`config.mk`:
```
export PLATFORM = sky130hd
export DESIGN_NAME = predicated_register_machine_exec_core
export DESIGN_NICKNAME = d
export VERILOG_FILES = /design/src/rtl/prme_pkg.sv /design/src/rtl/prme_ram.sv /design/src/rtl/prme_decode.sv /design/src/rtl/predicated_register_machine_exec_core.sv
export SDC_FILE = /design/constraint.sdc
export NUM_CORES = 1
export LEC_CHECK = 0
export BUFFER_PORTS_ARGS = -buffer_cell sky130_fd_sc_hd__buf_2
export CORE_UTILIZATION = 55
export DETAILED_ROUTE_END_ITERATION = 16
export PLACE_DENSITY = 0.8
export SKIP_LAST_GASP = 1
export SLEW_MARGIN = 20
export SYNTH_ARGS = -nofsm -noshare
export SYNTH_HDL_FRONTEND = slang
export SYNTH_HIERARCHICAL = 1
export SYNTH_SLANG_ARGS = --single-unit
```
`constraint.sdc`:
```
create_clock -name clk_i -period 3.4 [get_ports clk_i]
set_input_delay 0.34 -clock clk_i [delete_from_list [all_inputs] [get_ports clk_i]]
set_output_delay 0.34 -clock clk_i [all_outputs]
set_load 0.03 [all_outputs]
```
`src/rtl/prme_pkg.sv`:
```
// Shared constants, codes and types of the predicated register machine.
package prme_pkg;

  localparam int unsigned NUM_REGS  = 4;
  localparam int unsigned FIRST_REG = 5;
  localparam int unsigned IDX_W     = (NUM_REGS > 1) ? $clog2(NUM_REGS) : 1;
  localparam int unsigned DATA_W    = 8;

  localparam logic [8:0] REG_LO = 9'(FIRST_REG);
  localparam logic [8:0] REG_HI = 9'(FIRST_REG + NUM_REGS);
  localparam logic [IDX_W-1:0] LAST_IDX = IDX_W'(NUM_REGS - 1);

  typedef enum logic [6:0] {
    OP_HALT = 7'd0,
    OP_ADD  = 7'd1,
    OP_SUB  = 7'd2,
    OP_MOVE = 7'd3,
    OP_DUMP = 7'd4
  } op_e;

  typedef enum logic [1:0] {
    KIND_VALUE  = 2'd0,
    KIND_HALTED = 2'd1,
    KIND_ERROR  = 2'd2
  } kind_e;

  // Classification of one instruction, from the decoder to the core.
  typedef struct packed {
    logic             err;
    logic             halt;
    logic             move;
    logic             addsub;
    logic             sub;
    logic             dump;
    logic [IDX_W-1:0] ia;
    logic [IDX_W-1:0] ib;
  } dec_t;

endpackage

```
`src/rtl/prme_ram.sv`:
```
// Generic single-write, single-read RAM with a registered read port.
module prme_ram #(
  parameter int unsigned WIDTH = 8,
  parameter int unsigned DEPTH = 4
) (
  input  logic                     clk_i,
  input  logic                     we_i,
  input  logic [$clog2(DEPTH > 1 ? DEPTH : 2)-1:0] waddr_i,
  input  logic [WIDTH-1:0]         wdata_i,
  input  logic [$clog2(DEPTH > 1 ? DEPTH : 2)-1:0] raddr_i,
  output logic [WIDTH-1:0]         rdata_o
);

  logic [WIDTH-1:0] mem_q [DEPTH];

  always_ff @(posedge clk_i) begin
    if (we_i) begin
      mem_q[waddr_i] <= wdata_i;
    end
    rdata_o <= mem_q[raddr_i];
  end

endmodule

```
`src/rtl/prme_decode.sv`:
```
// Instruction decoder: opcode check, register range checks, predicate.
module prme_decode
  import prme_pkg::*;
(
  input  logic       run_if_zero_i,
  input  logic [6:0] action_i,
  input  logic [7:0] first_operand_i,
  input  logic [7:0] second_operand_i,
  input  logic       zero_bit_i,
  output dec_t       dec_o
);

  logic       a_ok;
  logic       b_ok;
  logic       skip;
  logic [8:0] a_off;
  logic [8:0] b_off;

  assign a_ok  = ({1'b0, first_operand_i} >= REG_LO) && ({1'b0, first_operand_i} < REG_HI);
  assign b_ok  = ({1'b0, second_operand_i} >= REG_LO) && ({1'b0, second_operand_i} < REG_HI);
  assign skip  = run_if_zero_i && !zero_bit_i;
  assign a_off = {1'b0, first_operand_i} - REG_LO;
  assign b_off = {1'b0, second_operand_i} - REG_LO;

  always_comb begin
    dec_o        = '0;
    dec_o.ia     = a_off[IDX_W-1:0];
    dec_o.ib     = b_off[IDX_W-1:0];
    unique case (action_i)
      OP_HALT: dec_o.halt = !skip;
      OP_ADD, OP_SUB: begin
        dec_o.err    = !(a_ok && b_ok);
        dec_o.addsub = a_ok && b_ok && !skip;
        dec_o.sub    = (action_i == OP_SUB);
      end
      OP_MOVE: begin
        dec_o.err  = !a_ok;
        dec_o.move = a_ok && !skip;
      end
      OP_DUMP: dec_o.dump = !skip;
      default: dec_o.err  = 1'b1;
    endcase
  end

endmodule

```
`src/rtl/predicated_register_machine_exec_core.sv`:
```
// Top level of the predicated register machine execution core.
//
// The core runs one instruction per input item against a small register file of
// NUM_REGS 8-bit registers, numbered from FIRST_REG upward, plus a zero flag.
// The register file lives in two copies of a synchronous RAM (one per source
// operand), written together, so add and subtract read both operands in one
// access. Move-immediate, halt, error, skipped instructions and items that
// arrive after the core has stopped are handled at acceptance; add and subtract
// read their operands, then write back through the RAM write port from EXEC; a
// dump reads the registers one by one in DUMP, one RAM read per register. A
// produced result that is not taken downstream holds the core until it is
// taken. A new item is taken while the last result of the previous one still
// waits in the output register, provided that register is being emptied. After
// halt or an error the core still accepts items but drops them until reset.
// Reset clears a per-register valid bit, so unwritten registers read as zero;
// there is no clearing pass.
module predicated_register_machine_exec_core
  import prme_pkg::*;
(
  input  logic        clk_i,
  input  logic        rst_ni,
  input  logic        s_axis_tvalid,
  output logic        s_axis_tready,
  // tdata, from bit 0: action[6:0], first_operand[14:7], second_operand[22:15], zero pad.
  input  logic [23:0] s_axis_tdata,
  // tuser: run_if_zero.
  input  logic        s_axis_tuser,
  output logic        m_axis_tvalid,
  input  logic        m_axis_tready,
  // tdata: value[7:0].
  output logic [7:0]  m_axis_tdata,
  // tuser: kind[1:0].
  output logic [1:0]  m_axis_tuser,
  output logic        m_axis_tlast
);

  typedef enum logic [1:0] {
    ST_IDLE,
    ST_EXEC,
    ST_DUMP
  } state_e;

  state_e           state_q;
  logic             stopped_q;
  logic             zero_q;
  logic [NUM_REGS-1:0] valid_q;
  logic             va_q;
  logic             vb_q;
  logic             sub_q;
  logic [IDX_W-1:0] wr_idx_q;
  logic [IDX_W-1:0] cnt_q;
  logic             out_valid_q;
  logic [1:0]       out_kind_q;
  logic [7:0]       out_value_q;
  logic             out_last_q;

  dec_t             dec;
  logic             accept;
  logic             out_free;
  logic             live;
  logic [IDX_W-1:0] addr_a;
  logic [IDX_W-1:0] addr_b;
  logic [7:0]       rdata_a;
  logic [7:0]       rdata_b;
  logic [7:0]       val_a;
  logic [7:0]       val_b;
  logic [7:0]       alu_res;
  logic             we;
  logic [IDX_W-1:0] waddr;
  logic [7:0]       wdata;

  prme_decode u_decode (
    .run_if_zero_i    (s_axis_tuser),
    .action_i         (s_axis_tdata[6:0]),
    .first_operand_i  (s_axis_tdata[14:7]),
    .second_operand_i (s_axis_tdata[22:15]),
    .zero_bit_i       (zero_q),
    .dec_o            (dec)
  );

  // The output register can take a new result when empty or being drained.
  assign out_free      = !out_valid_q || m_axis_tready;
  assign s_axis_tready = (state_q == ST_IDLE) && out_free;
  assign accept        = s_axis_tvalid && s_axis_tready;
  assign live          = accept && !stopped_q;

  // Bank A serves the destination operand and the dump sweep; bank B the source.
  // During a dump the address advances only when the current word is consumed,
  // so a stalled word is simply read again.
  always_comb begin
    addr_a = dec.dump ? '0 : dec.ia;
    addr_b = dec.ib;
    if (state_q == ST_DUMP) begin
      addr_a = out_free ? IDX_W'(cnt_q + 1'b1) : cnt_q;
    end
  end

  // Never-written registers read as zero.
  assign val_a   = va_q ? rdata_a : '0;
  assign val_b   = vb_q ? rdata_b : '0;
  assign alu_res = sub_q ? (val_a - val_b) : (val_a + val_b);

  // Move writes at acceptance; add and subtract write back in the following cycle, from EXEC.
  always_comb begin
    we    = 1'b0;
    waddr = dec.ia;
    wdata = s_axis_tdata[22:15];
    if (state_q == ST_EXEC) begin
      we    = 1'b1;
      waddr = wr_idx_q;
      wdata = alu_res;
    end else if (live && dec.move) begin
      we = 1'b1;
    end
  end

  prme_ram #(.WIDTH(DATA_W), .DEPTH(NUM_REGS)) u_bank_a (
    .clk_i   (clk_i),
    .we_i    (we),
    .waddr_i (waddr),
    .wdata_i (wdata),
    .raddr_i (addr_a),
    .rdata_o (rdata_a)
  );

  prme_ram #(.WIDTH(DATA_W), .DEPTH(NUM_REGS)) u_bank_b (
    .clk_i   (clk_i),
    .we_i    (we),
    .waddr_i (waddr),
    .wdata_i (wdata),
    .raddr_i (addr_b),
    .rdata_o (rdata_b)
  );

  always_ff @(posedge clk_i or negedge rst_ni) begin
    if (!rst_ni) begin
      state_q     <= ST_IDLE;
      stopped_q   <= 1'b0;
      zero_q      <= 1'b0;
      valid_q     <= '0;
      va_q        <= 1'b0;
      vb_q        <= 1'b0;
      sub_q       <= 1'b0;
      wr_idx_q    <= '0;
      cnt_q       <= '0;
      out_valid_q <= 1'b0;
      out_kind_q  <= KIND_VALUE;
      out_value_q <= '0;
      out_last_q  <= 1'b0;
    end else begin
      // A word read in the same cycle as a write to its entry is never used,
      // so the valid bit sampled with the read address matches the RAM word.
      va_q <= valid_q[addr_a];
      vb_q <= valid_q[addr_b];
      if (we) begin
        valid_q[waddr] <= 1'b1;
      end
      if (m_axis_tready) begin
        out_valid_q <= 1'b0;
      end

      unique case (state_q)
        ST_IDLE: begin
          if (live) begin
            // A skipped valid instruction matches none of these and changes nothing.
            if (dec.err || dec.halt) begin
              stopped_q   <= 1'b1;
              out_valid_q <= 1'b1;
              out_kind_q  <= dec.err ? KIND_ERROR : KIND_HALTED;
              out_value_q <= '0;
              out_last_q  <= 1'b1;
            end else if (dec.move) begin
              zero_q <= (s_axis_tdata[22:15] == 8'd0);
            end else if (dec.addsub) begin
              sub_q    <= dec.sub;
              wr_idx_q <= dec.ia;
              state_q  <= ST_EXEC;
            end else if (dec.dump) begin
              cnt_q   <= '0;
              state_q <= ST_DUMP;
            end
          end
        end
        ST_EXEC: begin
          zero_q  <= (alu_res == 8'd0);
          state_q <= ST_IDLE;
        end
        ST_DUMP: begin
          if (out_free) begin
            out_valid_q <= 1'b1;
            out_kind_q  <= KIND_VALUE;
            out_value_q <= val_a;
            out_last_q  <= (cnt_q == LAST_IDX);
            cnt_q       <= IDX_W'(cnt_q + 1'b1);
            if (cnt_q == LAST_IDX) begin
              state_q <= ST_IDLE;
            end
          end
        end
        default: state_q <= ST_IDLE;
      endcase
    end
  end

  assign m_axis_tvalid = out_valid_q;
  assign m_axis_tdata  = out_value_q;
  assign m_axis_tuser  = out_kind_q;
  assign m_axis_tlast  = out_last_q;

endmodule

```
==> key figures <==
Timing
  • Worst slew pin tran: roughly 1 ns
  • Relative slew slack: 32.4%
  • Hold Vio Cnt, Final: 0
  • RSZ-0062 raised after global routing: no
  • Max-slew violation count: 0
  • Post-Route Skew: 0.0156 ns
  • Period utilization: 93.8%
  • Fmax: 314 MHz
  • Setup TNS: 0 ns
  • Final Setup Violations: 0
  • Tmin final: 3.19 ns

Pwr
  • Peak VDD IR: 362 uV
  • PD cells: 464 nW/um2
  • Design Power: 2.55 mW
  • Pleak: 2.18 nW

Placement
  • Dpl cells: about 530
  • Port Buffer Count: 40
  • Dpl hpwl: 6.81 mm
  • RePlAce Congestion: 0.807

Logic synthesis
  • Yosys Warn Count: 6
  • Post-synth EDFFs: 64
  • Synthesized area per cell: 13.0 um2
  • Net count after synthesis: 418
  • Simple-Gate Fraction of Synth Area: 14.9%
  • Yosys cell types: 58
  • Post-synth top area share: 39.3%
  • Gate Count Post-Synth: 376
  • Largest family of logic cells by synthesized area: simple AND/OR/NAND/NOR gates
  • Ys async rst share: 25.2%
  • Multiplexer area fraction after synthesis: 9.74%
  • Synth Register Bits: roughly 110
  • Adder-cell share of the synthesized area: 3.48%
  • Leading area contributor after synthesis: edfxtp_1
  • Count leader, synth: edfxtp_1
  • Leading cell types by count after synthesis: 64 x edfxtp_1, 48 x nand2_1, 27 x dfrtp_1, 21 x nor2_1, 19 x o21ai_0
  • Compound-cell area share of the yosys netlist: under 10%
  • Xor-xnor portion of the synthesized cell area: under 10%
  • Ranking of synthesized cells by area: edfxtp_1 39%, dfrtp_1 14%, mux4_2 7.8%
  • Register area share after synthesis: between 50% and 60%
  • Post-Syn Area: just under 5000 um2
  • Synth Flop Type: edfxtp_1

Global route
  • Vias in the first global route: 3015
  • Initial antenna violation count: 0
  • First-pass GRT wire length: 15.1 mm
  • Total GRT Usage: 22.7%
  • Total grt overflow: 0
  • Largest net degree at the start of global routing: 28

Drt
  • Drt via density: roughly 5.7
  • Avg WL per Cell: 17.4 um
  • Via Count: 3108
  • Antenna-violating nets left: 0
  • Routed wire length: roughly 9.5 mm
  • DR iter-0 viols: 152
  • Number of remaining DRC errors: 0
  • 1st-pass router iterations: 4

Floorplanning
  • DIE HEIGHT: 96.3 um
  • Io pins: 42
  • Placeable Area: around 8700 um2
  • Starting density of the core: 56.4%
  • Row count: 34
  • Die width: 96.3 um
  • Die ar.: 9280 um2

Clock network
  • Max clock buf depth: 2
  • TritonCTS buffer count: 9
  • Clock sink count: roughly 110
  • CTS tree: done
  • Reg clk slew, reported paths: between 0.1 and 0.15 ns
  • H-tree levels: 3
  • Clock root buffer: clkbuf_8
  • Clock insertion delay at the later pin of the skew report: 0.37 ns

Layout
  • Fillers: 670
  • Ant. Diodes: 0
  • Area Growth Syn to Fin: 12.3%
  • Non-Filler Instances: 543
  • # nets final: around 470
  • Fraction of layout cells with a size suffix above 1: a little under a quarter

Setup path
  • Critical Path AT: 3.34 ns
  • Crit path max fanout: 8
  • Crit Path Class: reg2reg
  • WP data required: about 3.6 ns
  • Crit. End Element: flop
  • Crit start category: flop

Status
  • Outcome: complete, no violations

Job
  • Max-Cap Viols: 0

Min path
  • Worst Hold Class: in2reg
where the power goes:
group	internal, mW	switching [mW]	total, mW	leakage (nW)
Sequential	1.40	0.0171	1.42	1.07
Combinational	0.130	0.178	0.308	1.01
Clock	0.362	0.464	0.826	0.111
metrics by stage:
step / instance area [um2] / hold slack (ns) / worst slack (ns) / utilization (%)
6_report: 5490 / 0.219 / 0.211 / 63.3
3_3_place_gp: 5260 / 0.382 / 0.305 / 60.6
5_1_grt: 5490 / 0.247 / 0.0509 / 63.3
4_1_cts: 5490 / 0.210 / 0.0376 / 63.2
2_1_floorplan: 4890 / 0.0444 / 0.549 / -
3_5_place_dp: 5260 / 0.396 / 0.136 / 60.6
worst max-delay path, cell delays in order (launching register included):
cell	delay, ns
dfxtp_1	0.35
nor4_1	0.37
buf_4	0.20
a31oi_1	0.10
xor2_1	0.17
nand2_1	0.09
ha_1	0.21
or3_1	0.39
or3_1	0.37
o22ai_2	0.15
o21ai_0	0.13
nor3b_1	0.16
nor2_2	0.29
cell usage in the layout (no fill, tap or decap), drive strengths merged, types with 2 or more instances in the layout:
master	Yosys	final
nand3	3	3
and3b	4	4
nor2	22	22
a21oi	12	12
clkbuf	4	9
edfxtp	64	64
nor4	7	7
mux4	17	17
dfrtp	27	27
nand2b	8	8
o21ai	19	19
nand4b	2	2
nand4	2	2
xnor2	6	6
buf	5	51
o22ai	3	3
nor3b	5	5
nor2b	6	6
nand2	48	48
a21o	4	4
or3	3	3
o31ai	3	3
mux2	3	3
a22o	2	2
nor3	8	8
dfxtp	16	16
xor2	5	5
inv	18	19
a31oi	4	4
clkinv	0	5
and2	6	6
and3	3	3
ha	12	12
mux2i	6	6
a31o	2	2
metal layers:
metal  GRT usage [%]  share of wire [%]  vias to the layer above
met1            28.7                 44                     1547
li1                -                  -                     1500
met2            39.7                 51                       47
met4            7.84                1.7                        0
met5               0                  0                        -
met3            3.63                3.0                       14
area by class of cell:
cell class	instances	area [um2]	area share [%]
Multi-Input combinational cell	242	1850	33.8
Clock inverter	7	100	1.82
Sequential cell	107	2920	53.1
Timing Repair Buffer	52	293	5.33
Inverter	18	67.6	1.23
Tap cell	108	135	2.46
Clock buffer	9	124	2.26
cell families (layout without fill, tap and decap cells):
group,Yosys count,count (layout)
AND/OR/NAND/NOR,133,133
flip-flops,107,107
AO/OA/AOI/OAI,59,59
buffers and inverters,27,86
multiplexers,26,26
adder cells (fa/ha/maj),13,13
XOR/XNOR,11,11
final timing paths:
check | startpoint | endpoint | slack [ns] | cells after the start
max | u_bank_b/rdata_o[2] | u_bank_a/mem_q[1][7] | 0.21 | 12
min | s_axis_tvalid | stopped_q | 0.22 | 3
max reg2reg | u_bank_b/rdata_o[2] | u_bank_a/mem_q[1][7] | 0.21 | 12
min reg2reg | m_axis_tdata[0] | m_axis_tdata[0] | 0.48 | 2
max in group asynchronous | rst_ni | va_q | 2.46 | 2
min in group asynchronous | rst_ni | m_axis_tuser[0] | 0.51 | 2
flip-flops by register name, summed over array words and instances (netlist names):
register / count
u_bank_a/rdata_o: 8
u_bank_a/mem_q: 32
valid_q: 4
va_q: 1
m_axis_tuser: 2
state_q: 2
vb_q: 1
wr_idx_q: 2
m_axis_tvalid: 1
m_axis_tdata: 8
stopped_q: 1
zero_q: 1
cnt_q: 2
u_bank_b/mem_q: 32
m_axis_tlast: 1
sub_q: 1
u_bank_b/rdata_o: 8
timing repair:
action                     in CTS  in global routing
hold buffers                    1                  0
resized for setup               0                  1
buffers inserted                0                  0
setup endpoints to repair       0                  8
hold endpoints to repair       27                  0
No activity file was read; power rests on OpenSTA's default activity.
